`src/sv/mrtu_pkg.sv`:
```
package mrtu_pkg;

    // Request codes
    localparam logic [2:0] FN_RX_BYTE  = 3'd0;
    localparam logic [2:0] FN_EXPIRY   = 3'd1;
    localparam logic [2:0] FN_TX_READY = 3'd2;
    localparam logic [2:0] FN_BUF_WR   = 3'd3;
    localparam logic [2:0] FN_BUF_RD   = 3'd4;
    localparam logic [2:0] FN_SEND     = 3'd5;
    localparam logic [2:0] FN_START    = 3'd6;

    // Event codes
    localparam logic [2:0] EV_NONE      = 3'd0;
    localparam logic [2:0] EV_INIT_DONE = 3'd1;
    localparam logic [2:0] EV_FRAME_RX  = 3'd2;
    localparam logic [2:0] EV_TX_BYTE   = 3'd3;
    localparam logic [2:0] EV_SENT      = 3'd4;
    localparam logic [2:0] EV_RD_DATA   = 3'd5;
    localparam logic [2:0] EV_SEND_OK   = 3'd6;
    localparam logic [2:0] EV_SEND_NAK  = 3'd7;

    // Modbus CRC-16, reflected
    localparam logic [15:0] CRC_INIT = 16'hFFFF;
    localparam logic [15:0] CRC_POLY = 16'hA001;

    typedef struct packed {
        logic [2:0] func;
        logic [7:0] data;
        logic       parity_error;
        logic       framing_error;
        logic [7:0] index;
        logic [7:0] slave_id;
        logic [7:0] tx_pdu_length;
    } t_in;

    typedef struct packed {
        logic [2:0] event_res;
        logic [7:0] byte_out;
        logic       tx_last;
        logic [7:0] address;
        logic [7:0] rx_pdu_length;
        logic       frame_ok;
        logic       receiver_on;
        logic       driver_on;
    } t_out;

    // One byte through the CRC, LSB first
    function automatic logic [15:0] crc_byte(input logic [15:0] crc, input logic [7:0] b);
        logic [15:0] c;
        c = crc ^ {8'h00, b};
        for (int k = 0; k < 8; k++) begin
            if (c[0]) begin
                c = (c >> 1) ^ CRC_POLY;
            end else begin
                c = c >> 1;
            end
        end
        return c;
    endfunction

endpackage

```
`src/sv/mrtu_ram.sv`:
```
module mrtu_ram #(
    parameter int WIDTH = 8,
    parameter int DEPTH = 256
) (
    input  logic                     i_clk,
    input  logic                     i_we,
    input  logic [$clog2(DEPTH)-1:0] i_waddr,
    input  logic [WIDTH-1:0]         i_wdata,
    input  logic [$clog2(DEPTH)-1:0] i_raddr,
    output logic [WIDTH-1:0]         o_rdata
);

    logic [WIDTH-1:0] r_mem [DEPTH];
    logic [WIDTH-1:0] r_rdata;

    // One write port, one registered read port
    always_ff @(posedge i_clk) begin
        if (i_we) begin
            r_mem[i_waddr] <= i_wdata;
        end
        r_rdata <= r_mem[i_raddr];
    end

    assign o_rdata = r_rdata;

endmodule

```
`src/sv/mrtu_crc.sv`:
```
module mrtu_crc
    import mrtu_pkg::*;
(
    input  logic        i_clk,
    input  logic        i_clear,
    input  logic        i_en,
    input  logic [7:0]  i_byte,
    output logic [15:0] o_crc
);

    logic [15:0] r_crc;

    // Byte-wide CRC accumulator, one byte per cycle while i_en is high
    always_ff @(posedge i_clk) begin
        if (i_clear) begin
            r_crc <= CRC_INIT;
        end else if (i_en) begin
            r_crc <= crc_byte(r_crc, i_byte);
        end
    end

    assign o_crc = r_crc;

endmodule

```
`src/sv/modbus_rtu_frame_engine.sv`:
```
// Modbus RTU frame engine. Each request (received byte, t3.5 expiry, transmitter
// ready, buffer write or read, send, start) yields exactly one result transfer.
// The frame buffer is one BUF_BYTES x 8 synchronous RAM shared by receive, host
// access and transmit; its contents are undefined until written. All requests
// except an accepted send pass through accept, buffer read and result hand-off.
// An accepted send instead has the CRC-16 pass walk the PDU through the RAM's
// single read port at one byte per cycle, then writes the two CRC bytes back. A new
// request is taken while the previous result still waits on the output register.
module modbus_rtu_frame_engine
    import mrtu_pkg::*;
#(
    parameter int BUF_BYTES = 256,
    parameter int MIN_FRAME = 4
) (
    input  logic i_clk,
    input  logic i_rst_n,
    input  logic i_in_valid,
    output logic o_in_ready,
    input  t_in  i_in_item,
    output logic o_out_valid,
    input  logic i_out_ready,
    output t_out o_out_item
);

    localparam int AW = $clog2(BUF_BYTES);
    localparam int CW = $clog2(BUF_BYTES + 1);
    localparam logic [8:0]    LIM9     = 9'(BUF_BYTES);
    localparam logic [CW-1:0] LIM_CNT  = CW'(BUF_BYTES);
    localparam logic [CW-1:0] MIN_CNT  = CW'(MIN_FRAME);

    typedef enum logic [2:0] {
        S_IDLE, S_RD, S_SID, S_CRC, S_WLO, S_WHI, S_PUT
    } t_state;

    typedef enum logic [1:0] {
        M_INIT, M_IDLE, M_RCV, M_ERR
    } t_mode;

    t_state         r_state, n_state;
    t_mode          r_mode, n_mode;
    logic           r_tx_busy, n_tx_busy;
    logic [CW-1:0]  r_rx_count, n_rx_count;
    logic [AW-1:0]  r_tx_pos, n_tx_pos;
    logic [CW-1:0]  r_tx_rem, n_tx_rem;
    logic           r_rx_en, n_rx_en;
    logic           r_drv_en, n_drv_en;
    logic           r_fill_byte, n_fill_byte;
    logic           r_fill_addr, n_fill_addr;
    logic           r_pend, n_pend;
    logic           r_out_valid, n_out_valid;
    t_out           r_res, n_res;
    t_out           r_out, n_out;
    logic [7:0]     r_sid, n_sid;
    logic [7:0]     r_plen, n_plen;
    logic [AW-1:0]  r_ptr, n_ptr;
    logic [7:0]     r_left, n_left;

    logic           mem_we;
    logic [AW-1:0]  mem_waddr;
    logic [7:0]     mem_wdata;
    logic [AW-1:0]  mem_raddr;
    logic [7:0]     mem_rdata;

    logic           crc_clear;
    logic           crc_en;
    logic [7:0]     crc_in;
    logic [15:0]    crc_val;

    mrtu_ram #(
        .WIDTH (8),
        .DEPTH (BUF_BYTES)
    ) u_buf (
        .i_clk   (i_clk),
        .i_we    (mem_we),
        .i_waddr (mem_waddr),
        .i_wdata (mem_wdata),
        .i_raddr (mem_raddr),
        .o_rdata (mem_rdata)
    );

    mrtu_crc u_crc (
        .i_clk   (i_clk),
        .i_clear (crc_clear),
        .i_en    (crc_en),
        .i_byte  (crc_in),
        .o_crc   (crc_val)
    );

    assign o_in_ready  = (r_state == S_IDLE);
    assign o_out_valid = r_out_valid;
    assign o_out_item  = r_out;

    // Sequencer next-state and buffer port control
    always_comb begin
        t_mode      v_mode;
        logic [8:0] v_rlen;
        v_mode      = r_mode;
        v_rlen      = 9'(r_rx_count) - 9'd3;
        n_state     = r_state;
        n_mode      = r_mode;
        n_tx_busy   = r_tx_busy;
        n_rx_count  = r_rx_count;
        n_tx_pos    = r_tx_pos;
        n_tx_rem    = r_tx_rem;
        n_rx_en     = r_rx_en;
        n_drv_en    = r_drv_en;
        n_fill_byte = r_fill_byte;
        n_fill_addr = r_fill_addr;
        n_pend      = r_pend;
        n_res       = r_res;
        n_out       = r_out;
        n_out_valid = r_out_valid;
        n_sid       = r_sid;
        n_plen      = r_plen;
        n_ptr       = r_ptr;
        n_left      = r_left;
        mem_we      = 1'b0;
        mem_waddr   = '0;
        mem_wdata   = '0;
        mem_raddr   = '0;
        crc_clear   = 1'b0;
        crc_en      = 1'b0;
        crc_in      = mem_rdata;

        // Output register drains on a completed transfer
        if (r_out_valid && i_out_ready) begin
            n_out_valid = 1'b0;
        end

        unique case (r_state)
            S_IDLE: begin
                if (i_in_valid) begin
                    n_res       = '0;
                    n_res.event_res = EV_NONE;
                    n_fill_byte = 1'b0;
                    n_fill_addr = 1'b0;
                    n_state     = S_RD;
                    unique case (i_in_item.func)
                        FN_RX_BYTE: begin
                            if (i_in_item.parity_error || i_in_item.framing_error) begin
                                v_mode = M_ERR;
                            end
                            n_mode = v_mode;
                            if (v_mode == M_IDLE) begin
                                mem_we     = 1'b1;
                                mem_waddr  = '0;
                                mem_wdata  = i_in_item.data;
                                n_rx_count = CW'(1);
                                n_mode     = M_RCV;
                            end else if (v_mode == M_RCV) begin
                                if (r_rx_count < LIM_CNT) begin
                                    mem_we     = 1'b1;
                                    mem_waddr  = r_rx_count[AW-1:0];
                                    mem_wdata  = i_in_item.data;
                                    n_rx_count = r_rx_count + CW'(1);
                                end else begin
                                    n_mode = M_ERR;
                                end
                            end
                        end
                        FN_EXPIRY: begin
                            mem_raddr = '0;
                            if (r_mode == M_INIT) begin
                                n_res.event_res = EV_INIT_DONE;
                            end else if (r_mode == M_RCV) begin
                                n_res.event_res = EV_FRAME_RX;
                                if (r_rx_count >= MIN_CNT) begin
                                    n_res.frame_ok      = 1'b1;
                                    n_res.rx_pdu_length = v_rlen[7:0];
                                    n_fill_addr         = 1'b1;
                                end
                            end
                            n_mode = M_IDLE;
                        end
                        FN_TX_READY: begin
                            if (!r_tx_busy) begin
                                n_rx_en = 1'b1;
                            end else if (r_tx_rem != '0) begin
                                n_res.event_res = EV_TX_BYTE;
                                n_res.tx_last   = (r_tx_rem == CW'(1));
                                mem_raddr       = r_tx_pos;
                                n_fill_byte     = 1'b1;
                                n_tx_pos        = r_tx_pos + AW'(1);
                                n_tx_rem        = r_tx_rem - CW'(1);
                            end else begin
                                n_res.event_res = EV_SENT;
                                n_drv_en        = 1'b0;
                                n_rx_en         = 1'b1;
                                n_tx_busy       = 1'b0;
                            end
                        end
                        FN_BUF_WR: begin
                            if ({1'b0, i_in_item.index} < LIM9) begin
                                mem_we    = 1'b1;
                                mem_waddr = AW'(i_in_item.index);
                                mem_wdata = i_in_item.data;
                            end
                        end
                        FN_BUF_RD: begin
                            n_res.event_res = EV_RD_DATA;
                            if ({1'b0, i_in_item.index} < LIM9) begin
                                mem_raddr   = AW'(i_in_item.index);
                                n_fill_byte = 1'b1;
                            end
                        end
                        FN_SEND: begin
                            if (r_mode != M_IDLE ||
                                ({1'b0, i_in_item.tx_pdu_length} + 9'd3) > LIM9) begin
                                n_res.event_res = EV_SEND_NAK;
                            end else begin
                                mem_we    = 1'b1;
                                mem_waddr = '0;
                                mem_wdata = i_in_item.slave_id;
                                crc_clear = 1'b1;
                                n_sid     = i_in_item.slave_id;
                                n_plen    = i_in_item.tx_pdu_length;
                                n_state   = S_SID;
                            end
                        end
                        FN_START: begin
                            n_mode  = M_INIT;
                            n_rx_en = 1'b1;
                        end
                        default: begin
                        end
                    endcase
                end
            end
            // Late buffer data joins the result
            S_RD: begin
                if (r_fill_byte) begin
                    n_res.byte_out = mem_rdata;
                end
                if (r_fill_addr) begin
                    n_res.address = mem_rdata;
                end
                n_state = S_PUT;
            end
            // Address byte goes through the CRC first
            S_SID: begin
                crc_en  = 1'b1;
                crc_in  = r_sid;
                n_ptr   = AW'(1);
                n_left  = r_plen;
                n_pend  = 1'b0;
                n_state = S_CRC;
            end
            // PDU walk: read issued here, byte folded in on the next cycle
            S_CRC: begin
                mem_raddr = r_ptr;
                crc_en    = r_pend;
                if (r_left != 8'd0) begin
                    n_ptr  = r_ptr + AW'(1);
                    n_left = r_left - 8'd1;
                    n_pend = 1'b1;
                end else begin
                    n_pend  = 1'b0;
                    n_state = S_WLO;
                end
            end
            S_WLO: begin
                mem_we    = 1'b1;
                mem_waddr = AW'({1'b0, r_plen} + 9'd1);
                mem_wdata = crc_val[7:0];
                n_state   = S_WHI;
            end
            S_WHI: begin
                mem_we          = 1'b1;
                mem_waddr       = AW'({1'b0, r_plen} + 9'd2);
                mem_wdata       = crc_val[15:8];
                n_tx_pos        = '0;
                n_tx_rem        = CW'({1'b0, r_plen} + 9'd3);
                n_tx_busy       = 1'b1;
                n_rx_en         = 1'b0;
                n_drv_en        = 1'b1;
                n_res.event_res = EV_SEND_OK;
                n_state         = S_PUT;
            end
            // Hand the result to the output register when it is free
            S_PUT: begin
                if (!r_out_valid || i_out_ready) begin
                    n_out             = r_res;
                    n_out.receiver_on = r_rx_en;
                    n_out.driver_on   = r_drv_en;
                    n_out_valid       = 1'b1;
                    n_state           = S_IDLE;
                end
            end
            default: begin
                n_state = S_IDLE;
            end
        endcase
    end

    // State and registered outputs
    always_ff @(posedge i_clk) begin
        if (!i_rst_n) begin
            r_state     <= S_IDLE;
            r_mode      <= M_INIT;
            r_tx_busy   <= 1'b0;
            r_rx_count  <= '0;
            r_tx_pos    <= '0;
            r_tx_rem    <= '0;
            r_rx_en     <= 1'b1;
            r_drv_en    <= 1'b0;
            r_fill_byte <= 1'b0;
            r_fill_addr <= 1'b0;
            r_pend      <= 1'b0;
            r_out_valid <= 1'b0;
        end else begin
            r_state     <= n_state;
            r_mode      <= n_mode;
            r_tx_busy   <= n_tx_busy;
            r_rx_count  <= n_rx_count;
            r_tx_pos    <= n_tx_pos;
            r_tx_rem    <= n_tx_rem;
            r_rx_en     <= n_rx_en;
            r_drv_en    <= n_drv_en;
            r_fill_byte <= n_fill_byte;
            r_fill_addr <= n_fill_addr;
            r_pend      <= n_pend;
            r_out_valid <= n_out_valid;
        end
        r_res  <= n_res;
        r_out  <= n_out;
        r_sid  <= n_sid;
        r_plen <= n_plen;
        r_ptr  <= n_ptr;
        r_left <= n_left;
    end

endmodule

```
`config.mk`:
```
export PLATFORM = sky130hd
export DESIGN_NAME = modbus_rtu_frame_engine
export DESIGN_NICKNAME = d
export VERILOG_FILES = /design/src/sv/mrtu_pkg.sv /design/src/sv/mrtu_ram.sv /design/src/sv/mrtu_crc.sv /design/src/sv/modbus_rtu_frame_engine.sv
export SDC_FILE = /design/constraint.sdc
export NUM_CORES = 2
export LEC_CHECK = 0
export ABC_AREA = 1
export ABC_CLOCK_PERIOD_IN_PS = 9900
export BUFFER_PORTS_ARGS = -buffer_cell sky130_fd_sc_hd__buf_2
export CAP_MARGIN = 10
export CELL_PAD_IN_SITES_DETAIL_PLACEMENT = 0
export CELL_PAD_IN_SITES_GLOBAL_PLACEMENT = 2
export CORE_UTILIZATION = 32
export CTS_CLUSTER_DIAMETER = 200
export CTS_CLUSTER_SIZE = 10
export DETAILED_ROUTE_END_ITERATION = 6
export PLACE_DENSITY_LB_ADDON = 0.2
export RECOVER_POWER = 25
export SYNTH_ARGS = -nofsm -noshare
export SYNTH_HDL_FRONTEND = slang
export SYNTH_SLANG_ARGS = --single-unit
```
`constraint.sdc`:
```
create_clock -name i_clk -period 9.9 [get_ports i_clk]
set_input_delay 0 -clock i_clk [delete_from_list [all_inputs] [get_ports i_clk]]
set_output_delay 0 -clock i_clk [all_outputs]
set_load 0.02 [all_outputs]
```
* Word-level counts from Yosys, hierarchy flattened
Memory sizes are Yosys's and may differ from the RTL's. A register that Yosys moved wholly into a read port is not among the register bits.
Index checks and enable logic that the tools add are counted.
** Storage, ports and cells
- Word-level logic and storage cells :: 251
- Register bits after elaboration :: 146
- Memories :: 1
- Latch bits :: 0
- Memory bits (writable) :: 2048
- ROM bits :: 0
** Memory list
- u_buf.r_mem :: depth 256, bits a word 8, rd ports 1, clocked after Yosys merged registers in 1, write ports 1, line mrtu_ram.sv:13 : logic [WIDTH-1:0] r_mem [DEPTH];
** Cells by class
- Equality and inequality tests :: 29
- Magnitude comparators :: 3
- Multipliers :: 0
- Shift operators :: 0
- Mux-type cells :: 129
- Bitwise operators :: 13
- $add $sub $neg :: 10
- Div/mod/pow operators :: 0
- Reductions and logical operators :: 35
** Operators by type and width (count)
- 16-bit 2-to-1 mux :: 22
- 8-bit 2-to-1 mux :: 21
- 8-bit one-hot mux with 2 select lines :: 8
- 9-bit 2-to-1 mux :: 11
- 8-bit one-hot mux with 3 select lines :: 3
- 1-bit 2-to-1 mux :: 32
- 31-bit 2-to-1 mux :: 1
- 8-bit by 1-bit adder with 8-bit output (second input constant) :: 3
- 2-bit inverter with 3-bit output :: 8
- 2-bit 2-to-1 mux :: 11
- 8-bit by 2-bit adder with 9-bit output (second input constant) :: 2
- 3-bit equality test (second input constant) :: 6
- 3-bit 2-to-1 mux :: 6
- 3-bit one-hot mux with 6 select lines :: 1
- 9-bit one-hot mux with 2 select lines :: 1
- 3-bit AND reduction :: 6
- 1-bit one-hot mux with 2 select lines :: 8
- 16-bit by 8-bit bitwise XOR with 16-bit output :: 1
- 5-bit AND reduction :: 3
- 2-bit != test (second input constant) :: 7
- 3-bit by 2-bit equality test with 1-bit output (second input constant) :: 4
- 3-bit one-hot mux with 4 select lines :: 1
- 2-bit nonzero test :: 5
- 9-bit by 1-bit adder with 9-bit output (second input constant) :: 1
- 31 further kinds :: 47

* Longest topological paths before layout
- Word-level depth :: 34
- Gate-level depth with buffers :: 22
- Mapped depth without buffers :: 20

* Hierarchy
A second synthesis with hierarchy kept.
** Second synthesis, totals
- Cells, all modules :: 8018
- Area total of the unflattened synthesis :: 91445.2 sq um
** By module, submodules not included
- mrtu_ram :: cells an instance 7003, area an instance 83396.2 sq um, seq. area each 61659.1 sq um, instances 1
- modbus_rtu_frame_engine :: cells an instance 876, area an instance 7018.0 sq um, seq. area each 3523.4 sq um, instances 1
- mrtu_crc :: cells an instance 139, area an instance 1031.0 sq um, seq. area each 320.3 sq um, instances 1

* Worst setup path before layout
No wires, ideal clock.
- Path type :: register to register
- Start :: reg r_state[2]
- End :: mem u_buf.r_mem[0][7] (data pin)
- Path slack :: -0.186 ns
- Stages on the path, launching flop included :: 7
- Arrival :: 8.456 ns
- Buffers on the path :: 0
- Setup time :: 1.630 ns
- Data required time :: 8.270 ns
- Cells stage by stage :: dfxtp_1 -> inv_1 -> nor2_1 -> inv_1 -> nor2_1 -> clkinv_1 -> o221ai_1
** On the way
- Word-level cells in the longest chain between the ends :: 2
- Elaborated cells on any way between the ends :: 4
- Classes of those cells :: eq/ne: 2; mux: 1; reduce/logical: 1
** RTL lines
- start, declared :: line modbus_rtu_frame_engine.sv:39 : t_state r_state, n_state;
- start signal, assigned :: line modbus_rtu_frame_engine.sv:311 : r_state <= n_state;
- 3-bit equality test or 3-bit zero test (tied branches) :: line modbus_rtu_frame_engine.sv:130 : unique case (r_state)
- 8-bit one-hot mux with 3 select lines * :: line modbus_rtu_frame_engine.sv:130
- net mem_wdata[7] :: line modbus_rtu_frame_engine.sv:60 : logic [7:0] mem_wdata;
- end, declared :: line mrtu_ram.sv:13
Mark *: on every way through the listed nets, which the timed path passes. The rest lies on a longest branch.

* Final worst setup path
- Start :: reg r_state[1]
- End :: reg u_buf.r_rdata[7], in the netlist u_buf.o_rdata[7], read port of u_buf.r_mem
** On the way
- Word-level cells in the longest chain between the ends :: 2
- Elaborated cells on any way between the ends :: 3
- Classes of those cells :: eq/ne: 1; mux: 1; reduce/logical: 1
** RTL lines
- 3-bit by 2-bit equality test with 1-bit output or 3-bit zero test (tied branches) :: line modbus_rtu_frame_engine.sv:130
- 8-bit one-hot mux with 2 select lines * :: line modbus_rtu_frame_engine.sv:130
- end, declared :: line mrtu_ram.sv:14 : logic [WIDTH-1:0] r_rdata;
Every way passes the cells marked *; elsewhere a longest branch is shown, timed or not.
A chain may end at the register's enable or synchronous reset.

==> metrics.md <==
| Metric | Value |
|---|---|
| Status | finished with violations |
| Failing checks | capacitance limit, slew limit |
| Combinational share of power | roughly 15% |
| Detailed Route WL | 324000 um |
| Worst hold-check path type | in -> reg |
| CP Cell Sequence | inv_1 > nor2_1 > inv_1 > nor2_1 > clkbuf_1 > nand2_1 > nand2_8 > inv_8 > buf_4 > nand2_1 > nand2_1 > nand2_1 > nand3_1 > nand3_1 > nand3_1 > nand3_1 > nand3_1 > nand3_1 > nand2_1 |
| Vias | about 64000 |
| Syn. warnings | 0 |
| Final period util | around three quarters |
| Power Dens Cells | between 200 and 250 mW/mm^2 |
| Pre-antenna DRT Iters | 7 |
| Skew final | 57.3 ps |
| Fillers | a little under 30000 |
| Initial antenna violation count | 13 |
| Initial Util | approximately 32% |
| Sequential fraction of the synthesis area | 67.8% |
| Die Wd | between 500 and 600 um |
| Worst vdd rail ir drop | 154 uV |
| Avg Inst Size Synth | around 11 um^2 |
| GPL Wtd Cong | just under 0.8 |
| Crit-path max FO | around 90 |
| Top_reg_cell synth | edfxtp_1 |
| Number of remaining DRC errors | 0 |
| Row count | around 200 |
| Worst-Margin Slew | roughly 4200 ps |
| FMAX | around 130 MHz |
| CTS buffer count | about 240 |
| Layout cells sized above 1 | between 4 and 5% |
| Worst setup path class | reg -> reg |
| Pins Over Slew Limit | around 730 |
| Largest net degree at the start of global routing | ~170 |
| Post-route ant nets | 0 |
| Clock transition at path regs | roughly 60 ps |
| Worst path slowest cell | nand2_1 |
| TNS Setup | 0 ps |
| DR vias/cell | 5.01 |
| Synth Net Count | approximately 8900 |
| Final Hold Vio Count | 0 |
| EDFF count, synth | 2140 |
| Setup violations, final | 0 |
| Register bit count reported by yosys | ~2200 |
| Clock Tree Root | clkbuf_16 |
| Net switching fraction of the power | 28.8% |
| Core area | between 0.3 and 0.4 mm^2 |
| P&R area growth vs syn | 11.4% |
| Clock power share | a little over a third |
| Worst hold slack | 60.1 ps |
| I/O Buffers | 73 |
| Gr ovfl total | 0 |
| Min Tclk post-route | around 7500 ps |
| Slowest stage delay, CP | between 1500 and 2000 ps |
| Gr usage total | 21.1% |
| Worst rel slew slack | -182% |
| Post-synth ARST share | 0% |
| Synth Cell Area | slightly below 0.1 mm^2 |
| Crit path top cell by count | nand3_1 |
| CP Capture Type | flip-flop |
| CTS sink count | 2202 |
| Critical Path RT | around 11000 ps |
| Switch Pwr | approximately 6.5 mW |
| Die Y | about 550 um |
| Seq pwr share | a little under 50% |
| Vias in the first global route | 63200 |
| Utilization after layout | a little over a third |
| DR iter-0 viols | 5260 |
| Pint | 16.2 mW |
| First-pass GRT wire length | roughly 470000 um |
| Synthesized instance count | 8871 |
| Avg WL per Cell | approximately 25 um |
| RSZ-0062 raised after global routing | false |
| Overall power | approximately 23 mW |
| CP arrival | 8290 ps |
| Yosys cell types | 47 |
| Hpwl dp | 177000 um |
| Die Area | 0.304 mm^2 |
| CP startpoint kind | flip-flop |
| Max Cap Violations | 9 |
| I/O pin cnt | 74 |
| H-tree level count | 4 |
| Leak | slightly below 40 nW |
| Final Net Count | around 8900 |
| Clock Path Buffers | 4 |
| Clk Latency, worst-skew pair | about 940 ps |
| CTS tree | yes |
==> cell usage in the layout (no fill, tap or decap), types with 6 or more instances in the layout <==
cell type	netlist	layout
edfxtp_1	2140	2140
nand2_1	1985	1971
nand3_1	1767	1768
inv_1	1050	1048
nand3b_1	561	561
nor2_1	336	337
clkbuf_16	0	245
o211ai_1	132	132
clkbuf_1	230	120
buf_4	54	88
o21ai_0	62	62
dfxtp_1	62	62
a21oi_1	54	54
dlygate4sd3_1	0	52
nor3_1	25	26
buf_2	193	26
buf_12	0	19
xor2_1	17	17
o22ai_1	14	14
ha_1	14	14
nand2_2	3	12
a31oi_1	11	11
xnor2_1	11	11
nand4_1	8	8
nor3b_1	6	6
==> cell families after synthesis <==
| family | count (synthesis) | synth area share (%) |
|---|---|---|
| AO/OA/AOI/OAI | 307 | 2.07 |
| XOR/XNOR | 28 | 0.254 |
| buffers and inverters | 1617 | 6.77 |
| adder cells (fa/ha/maj) | 14 | 0.181 |
| flip-flops | 2202 | 67.8 |
| multiplexers | 1 | 0.0104 |
| AND/OR/NAND/NOR | 4702 | 22.9 |
==> critical path: cells and delay by family, from the launching register on <==
| family | cells | cell delay (ps) |
|---|---|---|
| buffers and inverters | 5 | 1700 |
| flip-flops | 1 | 350 |
| AND/OR/NAND/NOR | 14 | 5060 |
==> worst paths after layout <==
check | cells past startpoint | startpoint | slack [ps] | to
worst max register to register | 19 | r_state[1] | 2380 | u_buf.o_rdata[7]
worst min register to register | 0 | r_res[15] | 420 | o_out_item[15]
worst max-delay path | 19 | r_state[1] | 2380 | u_buf.o_rdata[7]
worst min-delay path | 6 | i_in_item[27] | 60 | u_buf.r_mem[24][1]
==> synthesized netlist by cell type (all sizes together), types with 5 or more instances <==
cell    instances  area, um^2
nand2        1988        7470
o22ai          14        87.6
nand4           8        50.1
ha             14         175
nand3        1768        8850
a21oi          56         295
o211ai        132         991
xnor2          11        96.3
nor2          338        1270
a22oi           5        37.5
nor3b           6        45.0
nor3           26         141
inv          1053        3950
nand3b        561        4210
dfxtp          62        1240
o21ai          66         334
buf           330        1710
a31oi          11        68.8
edfxtp       2140       64300
xor2           17         149
clkbuf        230         863
==> registers in the layout, summed over array words and instances (netlist names), 2 cells and up <==
register and cells:
r_plen 8, u_buf.r_mem 2048, u_buf.o_rdata 8, r_state 3, r_tx_pos 8, r_rx_count 9, r_sid 8, r_mode 2
o_out_item 31, r_left 8, r_ptr 8, r_tx_rem 9, r_res 29, u_crc.o_crc 16
==> layout make-up <==
class                      count  area [um^2]  area share, %
sequential                  2202        65500           60.9
multi-input combinational   5052        24700           22.9
antenna                        3         7.51        0.00698
clock inverter                 9          176          0.164
timing repair buffer         247         1930           1.79
clock buffer                 306         6360           5.91
tap                         3958         4950           4.60
inverter                    1057         3990           3.71
==> routing by layer <==
metal / routed length, um / up-vias / track usage, %
met5: 13 / - / 0
met4: 8110 / 2 / 5.45
met3: 13200 / 364 / 2.17
met2: 157000 / 1426 / 35.6
met1: 146000 / 32400 / 29.0
li1: - / 30200 / -
==> power by group through the flow <==
stage | registers [mW] | logic [mW] | clock network, mW
floorplan | 11.5 | 1.90 | 0
global placement | 11.3 | 3.50 | 0
detailed placement | 11.3 | 3.50 | 0
CTS | 11.1 | 3.53 | 8.32
global route | 11.2 | 3.72 | 8.62
finish | 11.1 | 3.43 | 8.12
==> through the flow <==
step	std cells	setup slack, ps	cell area, um^2
floorplan	8871	-186	96600
global placement	12500	3830	101000
detailed placement	12500	3850	101000
CTS	12800	3860	108000
global route	12800	1900	108000
finish	12800	2380	108000
==> what timing repair did <==
action | CTS | global route
hold endpoints to repair | 152 | 0
buffers inserted | 0 | 0
hold buffers | 52 | 0
gates resized for setup | 0 | 0
Note: power is estimated with default switching activity, not from simulation.
